[config.mk]
export PLATFORM = sky130hd
export DESIGN_NAME = smooth_scroll_window_controller
export DESIGN_NICKNAME = d
export VERILOG_FILES = /design/src/hw/rtl/sswc_pkg.sv /design/src/hw/rtl/sswc_step.sv /design/src/hw/rtl/smooth_scroll_window_controller.sv
export SDC_FILE = /design/constraint.sdc
export NUM_CORES = 1
export LEC_CHECK = 0
export ABC_AREA = 1
export BUFFER_PORTS_ARGS = -buffer_cell sky130_fd_sc_hd__buf_2
export CAP_MARGIN = 5
export CORE_MARGIN = 5
export CORE_UTILIZATION = 50
export DETAILED_ROUTE_END_ITERATION = 12
export GPL_TIMING_DRIVEN = 0
export PLACE_DENSITY_LB_ADDON = 0.25
export REMOVE_ABC_BUFFERS = 1
export SKIP_LAST_GASP = 1
export SLEW_MARGIN = 20
export SYNTH_ARGS = -nofsm -noshare
export SYNTH_HDL_FRONTEND = slang
export SYNTH_SLANG_ARGS = --single-unit
[constraint.sdc]
create_clock -name i_clk -period 16.3 [get_ports i_clk]
set_clock_uncertainty 0.05 [all_clocks]
set_input_delay 1.63 -clock i_clk [delete_from_list [all_inputs] [get_ports i_clk]]
set_output_delay 1.63 -clock i_clk [all_outputs]
set_load 0.01 [all_outputs]
[src/hw/rtl/sswc_pkg.sv]
// ============================================================================
// sswc_pkg
// Shared types, command codes and constants of the smooth scroll window
// controller.
// ============================================================================
package sswc_pkg;

    // Event codes carried on the input channel's tuser
    localparam logic [2:0] CMD_RESET_VIEW = 3'd0;
    localparam logic [2:0] CMD_STEP       = 3'd1;
    localparam logic [2:0] CMD_DELTA      = 3'd2;
    localparam logic [2:0] CMD_TICK       = 3'd3;
    localparam logic [2:0] CMD_COMMIT     = 3'd4;
    localparam logic [2:0] CMD_SET_FORCE  = 3'd5;

    // Configuration register indexes (byte address 4*index)
    localparam logic [1:0] REG_CONTENT_PRESENT = 2'd0;
    localparam logic [1:0] REG_VIEW_LINES      = 2'd1;
    localparam logic [1:0] REG_CONTENT_LINES   = 2'd2;

    // Line constants, 17-bit signed so that 16-bit sums never overflow
    localparam logic signed [16:0] BASE_LINES  = 17'sd174;
    localparam logic signed [16:0] STEP_LINES  = 17'sd4;
    localparam logic signed [16:0] MAX_DELTA   = 17'sd64;
    localparam logic signed [16:0] UPLOAD_STEP = 17'sd32;

    localparam int IN_DATA_W  = 24;
    localparam int OUT_DATA_W = 56;

    typedef struct packed {
        logic        content_present;
        logic [9:0]  view_lines;
        logic [14:0] content_lines;
    } t_cfg;

    typedef struct packed {
        logic [15:0] vis_start;
        logic [15:0] vis_end;
        logic [15:0] prev_start;
        logic [15:0] prev_end;
        logic [15:0] goal_start;
        logic [15:0] cursor;
        logic        force_flag;
    } t_state;

    typedef struct packed {
        logic [2:0]         cmd;
        logic               step_up;
        logic               step_down;
        logic signed [15:0] scroll_delta;
    } t_item;

    typedef struct packed {
        logic               can_scroll;
        logic signed [15:0] cursor_line;
        logic signed [15:0] window_bottom;
        logic signed [15:0] window_top;
        logic               upload_due;
        logic               changed;
    } t_result;

endpackage

[src/hw/rtl/sswc_step.sv]
// ============================================================================
// sswc_step
// Next-state and result logic for one scroll event: extent, step target,
// clamped delta against the committed range, and upload cursor tracking.
// ============================================================================
module sswc_step (
    input  sswc_pkg::t_cfg    i_cfg,
    input  sswc_pkg::t_state  i_state,
    input  sswc_pkg::t_item   i_item,
    output sswc_pkg::t_state  o_state,
    output sswc_pkg::t_result o_res
);
    import sswc_pkg::*;

    logic [14:0]        h_eff;
    logic [16:0]        ext_sum;
    logic signed [15:0] ext;
    logic signed [16:0] ext_x;
    logic signed [16:0] vh_x;
    logic               ext_gt_vh;
    logic               active;
    logic               delta_ok;

    logic signed [15:0] delta;
    logic signed [16:0] delta_x;
    logic signed [16:0] a_neg;
    logic signed [16:0] a_pos;
    logic signed [16:0] s_sum;
    logic signed [16:0] e_sum;
    logic [15:0]        s_cl;
    logic [15:0]        e_cl;
    logic [15:0]        vs_d;
    logic [15:0]        ve_d;
    logic               moved;

    logic signed [16:0] t_up;
    logic signed [16:0] e_dn;
    logic [15:0]        up_goal;
    logic [15:0]        dn_end;
    logic [15:0]        step_goal;

    logic signed [16:0] cur_d;
    logic               far;

    // Scroll extent: viewport plus content overhang beyond the base lines
    always_comb begin
        h_eff     = (17'($unsigned(i_cfg.content_lines)) < 17'($unsigned(BASE_LINES)))
                  ? 15'(BASE_LINES) : i_cfg.content_lines;
        ext_sum   = 17'(i_cfg.view_lines) + 17'(h_eff) - 17'($unsigned(BASE_LINES));
        ext       = i_cfg.content_present ? $signed(ext_sum[15:0]) : 16'sd0;
        ext_x     = 17'(ext);
        vh_x      = $signed({7'd0, i_cfg.view_lines});
        ext_gt_vh = ext_x > vh_x;
        active    = i_cfg.content_present
                  && ($signed(i_state.prev_start) < $signed(i_state.prev_end));
        delta_ok  = active && ext_gt_vh;
    end

    // Clamped delta measured from the committed range
    always_comb begin
        delta   = (i_item.cmd == CMD_TICK)
                ? $signed(i_state.goal_start - i_state.vis_start)
                : i_item.scroll_delta;
        delta_x = 17'(delta);
        a_neg   = (delta_x < -MAX_DELTA) ? -MAX_DELTA : delta_x;
        a_pos   = (delta_x > MAX_DELTA) ? MAX_DELTA : delta_x;
        s_sum   = 17'($signed(i_state.prev_start)) + a_neg;
        e_sum   = 17'($signed(i_state.prev_end)) + a_pos;
        s_cl    = (s_sum <= 17'sd0) ? 16'd0 : s_sum[15:0];
        e_cl    = (e_sum >= ext_x) ? ext : e_sum[15:0];
        vs_d    = i_state.vis_start;
        ve_d    = i_state.vis_end;
        moved   = 1'b0;
        if (delta_ok && delta[15]) begin
            vs_d = s_cl;
            if (s_cl != i_state.prev_start) begin
                moved = 1'b1;
                ve_d  = s_cl + 16'(i_cfg.view_lines);
            end
        end else if (delta_ok && (delta != 16'sd0)) begin
            ve_d = e_cl;
            if (e_cl != i_state.prev_end) begin
                moved = 1'b1;
                vs_d  = e_cl - 16'(i_cfg.view_lines);
            end
        end
    end

    // Step target: four lines up or down, clamped to the extent
    always_comb begin
        t_up    = 17'($signed(i_state.vis_start)) - STEP_LINES;
        e_dn    = 17'($signed(i_state.vis_end)) + STEP_LINES;
        up_goal = t_up[16] ? 16'd0 : t_up[15:0];
        dn_end  = (e_dn >= ext_x) ? ext : e_dn[15:0];
        step_goal = i_state.goal_start;
        if (delta_ok && i_item.step_up) begin
            step_goal = up_goal;
        end else if (delta_ok && i_item.step_down) begin
            step_goal = dn_end - 16'(i_cfg.view_lines);
        end
    end

    // Upload cursor distance from the new visible start
    always_comb begin
        cur_d = 17'($signed(vs_d)) - 17'($signed(i_state.cursor));
        far   = (cur_d >= UPLOAD_STEP) || (cur_d <= -UPLOAD_STEP);
    end

    // Apply the event
    always_comb begin
        o_state               = i_state;
        o_res.changed         = 1'b0;
        o_res.upload_due      = 1'b0;
        case (i_item.cmd)
            CMD_RESET_VIEW: begin
                o_state.prev_start = 16'd0;
                o_state.prev_end   = 16'd0;
                o_state.vis_start  = 16'd0;
                o_state.vis_end    = 16'(i_cfg.view_lines);
                o_state.goal_start = 16'd0;
            end
            CMD_STEP: begin
                o_state.goal_start = step_goal;
                o_res.changed      = i_state.vis_start != step_goal;
            end
            CMD_DELTA: begin
                o_state.vis_start = vs_d;
                o_state.vis_end   = ve_d;
                o_res.changed     = moved;
            end
            CMD_TICK: begin
                o_state.vis_start = vs_d;
                o_state.vis_end   = ve_d;
                o_res.changed     = moved;
                if (moved && i_state.force_flag) begin
                    o_state.force_flag    = 1'b0;
                    o_state.cursor        = vs_d;
                    o_res.upload_due      = 1'b1;
                end else if (moved && far) begin
                    o_state.cursor        = cur_d[16]
                                          ? i_state.cursor - 16'(UPLOAD_STEP)
                                          : i_state.cursor + 16'(UPLOAD_STEP);
                    o_res.upload_due      = 1'b1;
                end
            end
            CMD_COMMIT: begin
                o_state.prev_start = i_state.vis_start;
                o_state.prev_end   = i_state.vis_end;
            end
            CMD_SET_FORCE: begin
                o_state.force_flag = 1'b1;
            end
            default: begin
            end
        endcase
        o_res.window_top    = $signed(o_state.vis_start);
        o_res.window_bottom = $signed(o_state.vis_end);
        o_res.cursor_line   = $signed(o_state.cursor);
        o_res.can_scroll    = ext_gt_vh;
    end

endmodule

[src/hw/rtl/smooth_scroll_window_controller.sv]
// ============================================================================
// smooth_scroll_window_controller
// Vertical scroll window with visible, committed and target positions and an
// upload cursor; one result per event.
// ============================================================================
//
//  channel   direction  handshake                  payload
//  s_axis    in         tvalid/tready              tuser: cmd; tdata: step, delta
//  m_axis    out        tvalid/tready              tdata: result fields
//  apb       in/out     psel/penable/pwrite/pready pwdata/prdata, 3 registers
//
//  One event per cycle sustained while the output is not stalled; a request
//  passes the input register, then the result register fed by the step logic.
//  The step logic updates the window state as a request moves into the
//  result register, so back-to-back events see the previous event's state.
//  A stalled result holds the result register; the input register still
//  takes one more request, then tready falls.
//  Synchronous active-low reset clears the window state, the force flag,
//  the configuration registers and both valid flags.
//
module smooth_scroll_window_controller (
    input  logic        i_clk,
    input  logic        i_rst_n,
    // stream in
    input  logic        i_s_axis_tvalid,
    output logic        o_s_axis_tready,
    // [0] step_up, [1] step_down, [17:2] scroll_delta, [23:18] zero
    input  logic [sswc_pkg::IN_DATA_W-1:0]  i_s_axis_tdata,
    // [2:0] cmd
    input  logic [2:0]  i_s_axis_tuser,
    // stream out
    output logic        o_m_axis_tvalid,
    input  logic        i_m_axis_tready,
    // [0] changed, [1] upload_due, [17:2] window_top,
    // [33:18] window_bottom, [49:34] cursor_line, [50] can_scroll, [55:51] zero
    output logic [sswc_pkg::OUT_DATA_W-1:0] o_m_axis_tdata,
    // configuration
    input  logic        i_psel,
    input  logic        i_penable,
    input  logic        i_pwrite,
    input  logic [3:0]  i_paddr,
    input  logic [31:0] i_pwdata,
    output logic [31:0] o_prdata,
    output logic        o_pready
);
    import sswc_pkg::*;

    t_cfg    r_cfg;
    t_state  r_state;
    t_state  n_state;
    t_item   r_in;
    logic    r_in_valid;
    t_result r_out;
    t_result n_out;
    logic    r_out_valid;
    logic    advance;
    logic    cfg_wr;

    // Configuration write and read
    assign o_pready = 1'b1;
    assign cfg_wr   = i_psel && i_penable && i_pwrite;

    always_ff @(posedge i_clk) begin
        if (!i_rst_n) begin
            r_cfg <= '0;
        end else if (cfg_wr) begin
            case (i_paddr[3:2])
                REG_CONTENT_PRESENT: r_cfg.content_present <= i_pwdata[0];
                REG_VIEW_LINES:      r_cfg.view_lines      <= i_pwdata[9:0];
                REG_CONTENT_LINES:   r_cfg.content_lines   <= i_pwdata[14:0];
                default: begin
                end
            endcase
        end
    end

    always_comb begin
        case (i_paddr[3:2])
            REG_CONTENT_PRESENT: o_prdata = {31'd0, r_cfg.content_present};
            REG_VIEW_LINES:      o_prdata = {22'd0, r_cfg.view_lines};
            REG_CONTENT_LINES:   o_prdata = {17'd0, r_cfg.content_lines};
            default:             o_prdata = 32'd0;
        endcase
    end

    // Advance when a request waits and the result register is free
    assign advance         = r_in_valid && (!r_out_valid || i_m_axis_tready);
    assign o_s_axis_tready = !r_in_valid || advance;

    // Hold the incoming request
    always_ff @(posedge i_clk) begin
        if (!i_rst_n) begin
            r_in_valid <= 1'b0;
        end else if (o_s_axis_tready) begin
            r_in_valid <= i_s_axis_tvalid;
        end
    end

    always_ff @(posedge i_clk) begin
        if (i_s_axis_tvalid && o_s_axis_tready) begin
            r_in.cmd          <= i_s_axis_tuser;
            r_in.step_up      <= i_s_axis_tdata[0];
            r_in.step_down    <= i_s_axis_tdata[1];
            r_in.scroll_delta <= $signed(i_s_axis_tdata[17:2]);
        end
    end

    sswc_step u_step (
        .i_cfg   (r_cfg),
        .i_state (r_state),
        .i_item  (r_in),
        .o_state (n_state),
        .o_res   (n_out)
    );

    // Update the window state as the request moves on
    always_ff @(posedge i_clk) begin
        if (!i_rst_n) begin
            r_state <= '0;
        end else if (advance) begin
            r_state <= n_state;
        end
    end

    // Result register
    always_ff @(posedge i_clk) begin
        if (!i_rst_n) begin
            r_out_valid <= 1'b0;
        end else begin
            r_out_valid <= advance || (r_out_valid && !i_m_axis_tready);
        end
    end

    always_ff @(posedge i_clk) begin
        if (advance) begin
            r_out <= n_out;
        end
    end

    assign o_m_axis_tvalid = r_out_valid;
    assign o_m_axis_tdata  = {5'd0, r_out};

    // Checks
    a_force_set: assert property (@(posedge i_clk) disable iff (!i_rst_n)
        advance && (r_in.cmd == CMD_SET_FORCE) |=> r_state.force_flag)
        else $error("set force did not raise the force flag");

    a_upload_moved: assert property (@(posedge i_clk) disable iff (!i_rst_n)
        r_out_valid && r_out.upload_due |-> r_out.changed)
        else $error("upload reported without window movement");

    a_upload_tick: assert property (@(posedge i_clk) disable iff (!i_rst_n)
        advance && (r_in.cmd != CMD_TICK) |=> !r_out.upload_due)
        else $error("upload reported for an event other than tick");

endmodule
==> run metrics <==
Top Ports 161; CTS tree yes; Hold Slack 0.440 ns; clk slew on worst S/H paths 0.08 ns; CP Depth 75; CP Launch Point r_in[20]; worst min path class reg -> reg; cell area power density 88.9 mW/mm2; Sw Ratio 0.457; GPL Wtd Cong 1.03; Root Driver clkbuf_16; final std cells w/o fill 3744; CP max-delay cell nor2_4; DIE WIDTH 211 um; Leakage 11.3 nW; Core Box Area 0.0397 mm2; # setup viols final 0; worst-case clock buffer depth 2; Syn Inst Count 3167; clock group share of total power 0.236; synthesized cell area 0.0201 mm2; # diodes 0; hpwl dp 57.5 mm; Iter 0 DRT Violations 2211; cell with the most instances after synthesis nand2_1; layout cells sized above 1 0.0674; Clock Latency Late Sink 0.51 ns; Final ANT Viol Nets 0; CP peak stage delay 0.71 ns; worst setup path class reg -> reg; htree depth 4; internal power 1.04 mW; Synth area leader nand2_1; Std-Cell Rows 73; Logic pwr share 0.470; antenna violations before repair 2; Worst Tran Pin Value 1.06 ns; Top Family by Delay on Critical Path simple AND/OR/NAND/NOR gates; Starting Density 0.506; ys async rst share 0; min-delay src r_state[17]; post-synthesis register bit count 197; Pins Over Slew Limit 0; synth top area cells nand2_1 16%, dfxtp_1 12%, ha_1 12%; Synth Flop Type dfxtp_1; # DRC 0; final hold vios 0; Seq/Total Area, Yosys 0.232; DRT Pass-1 Iters 6; Critical Path Start Type register; R2R depth 75; die area 0.0444 mm2; Final Worst Setup Slack 1.20 ns; WP buf/inv 12; setup repair bufs after CTS 0; Filler cells 4071; pre-CTS setup slack 1.64 ns; Vias/cell 5.71; status finished clean; NetSw 877 uW; Post-Syn Area per Cell 6.35 um2; worst vdd ir 0.0774 mV; Syn. warnings 0; R2R Setup Slk 1.20 ns; synth cell count leaders 877 x nand2_1, 476 x inv_1, 279 x a21oi_1, 262 x nand3_1, 213 x nor2_1; Req. time, crit path 16.51 ns; CP Max Fanout 33; WL final 72.3 mm; CTS resizes 0; Cells after DPL 3712; grt ovf 0; pin count of the biggest net entering global routing 68; most frequent CP cell nand2_1; area grow syn2layout 7.21%; CTS Hold Bufs 0; CTS Buf Count 17; reg-to-reg startpoint r_in[20]; # nets final 3473; first-pass GRT wire length 110 mm; Arr. time, crit path 15.31 ns; max cap viols 0; Die Ht 211 um; crit end category register; Cell variety after synth 58; PortBufs 112; Seq pwr share 0.294; Tmin final 15.10 ns; crit path to o_m_axis_tdata[48]; top cell type's share of synthesized area 0.164; sink count of the clock tree 197; Post-synth EDFFs 72; RSZ-0062 raised after global routing false; total track usage 0.316; Avg WL per Cell 19.3 um; max frequency 66.2 MHz; worst rel slew slack 0.286; vias after detailed routing 21381; reg2reg end o_m_axis_tdata[48]; Tcrit/Tclk final 0.927; setup_tns 0 ns; vias in the first global route 19156
## power by group through the flow
stage / Clock (mW) / Sequential [mW] / Combinational, mW
4_1_cts: 0.459 / 0.561 / 0.882
3_5_place_dp: 0 / 0.573 / 0.877
3_3_place_gp: 0 / 0.574 / 0.859
2_1_floorplan: 0 / 0.564 / 0.637
6_report: 0.453 / 0.563 / 0.901
5_1_grt: 0.477 / 0.564 / 1.00
## sequential cells by signal (all words and copies together), names as in the netlist
signal and cells:
r_state 97, o_m_axis_tdata 51, r_cfg 26, r_in 21, o_m_axis_tvalid 1, r_in_valid 1
## logic make-up after synthesis
kind of cell,synth area share
AND/OR/NAND/NOR,0.325
buffers and inverters,0.120
AO/OA/AOI/OAI,0.159
adder cells (fa/ha/maj),0.126
flip-flops,0.232
XOR/XNOR,0.0379
other,0.000373
multiplexers,0.000498
## cell type report
class	instances	area, um2	share of cell area
clock inverters	15	193	0.00893
repair buffers	117	669	0.0310
multi-input cells	2390	13100	0.609
well taps	525	657	0.0305
clock buffers	17	425	0.0197
inverters	483	1820	0.0843
flip-flops and latches	197	4660	0.216
## per-stage QoR
stage	power, mW	area (um2)	util
final	1.92	21600	0.543
after global routing	2.04	21600	0.543
after CTS	1.90	21600	0.543
after detailed placement	1.45	21000	0.527
after global placement	1.43	20800	0.524
after floorplan	1.20	19600	-
## cell usage in the layout (no fill, tap or decap), types with 10 or more instances in the layout
cell / n
nand2_1: 875
inv_1: 473
a21oi_1: 279
nand3_1: 262
nor2_1: 211
ha_1: 188
o21ai_0: 130
dfxtp_1: 125
buf_2: 112
edfxtp_1: 72
xor2_1: 62
nand4_1: 55
nor3_1: 34
a211oi_1: 32
o211ai_1: 27
xnor2_1: 25
o21ai_1: 24
conb_1: 23
o22ai_1: 22
clkbuf_16: 17
nand3b_1: 14
nand3_2: 13
o21bai_1: 11
nand2_2: 10
## worst min path at each step
stage                       to  slack [ns]  cells past startpoint
2_1_floorplan  o_m_axis_tvalid        0.39                      2
3_3_place_gp   o_m_axis_tvalid        0.40                      2
3_5_place_dp       r_state[17]        0.42                      2
4_1_cts            r_state[17]        0.43                      2
5_1_grt            r_state[17]        0.46                      2
6_report           r_state[17]        0.44                      2
## routing by layer
layer | share of wire | track usage | wire (um) | up-vias
li1 | - | - | - | 10437
met1 | 0.44 | 0.441 | 31600 | 9886
met2 | 0.44 | 0.485 | 31600 | 892
met3 | 0.085 | 0.0545 | 6160 | 164
met4 | 0.040 | 0.133 | 2910 | 2
met5 | 0.00018 | 0 | 13 | -
## tightest hold or removal path: stages, from the launching register on
cell and delay (ns):
dfxtp_1 0.32, nand2_1 0.07, a21oi_1 0.06
(Power assumes the default switching activity.)
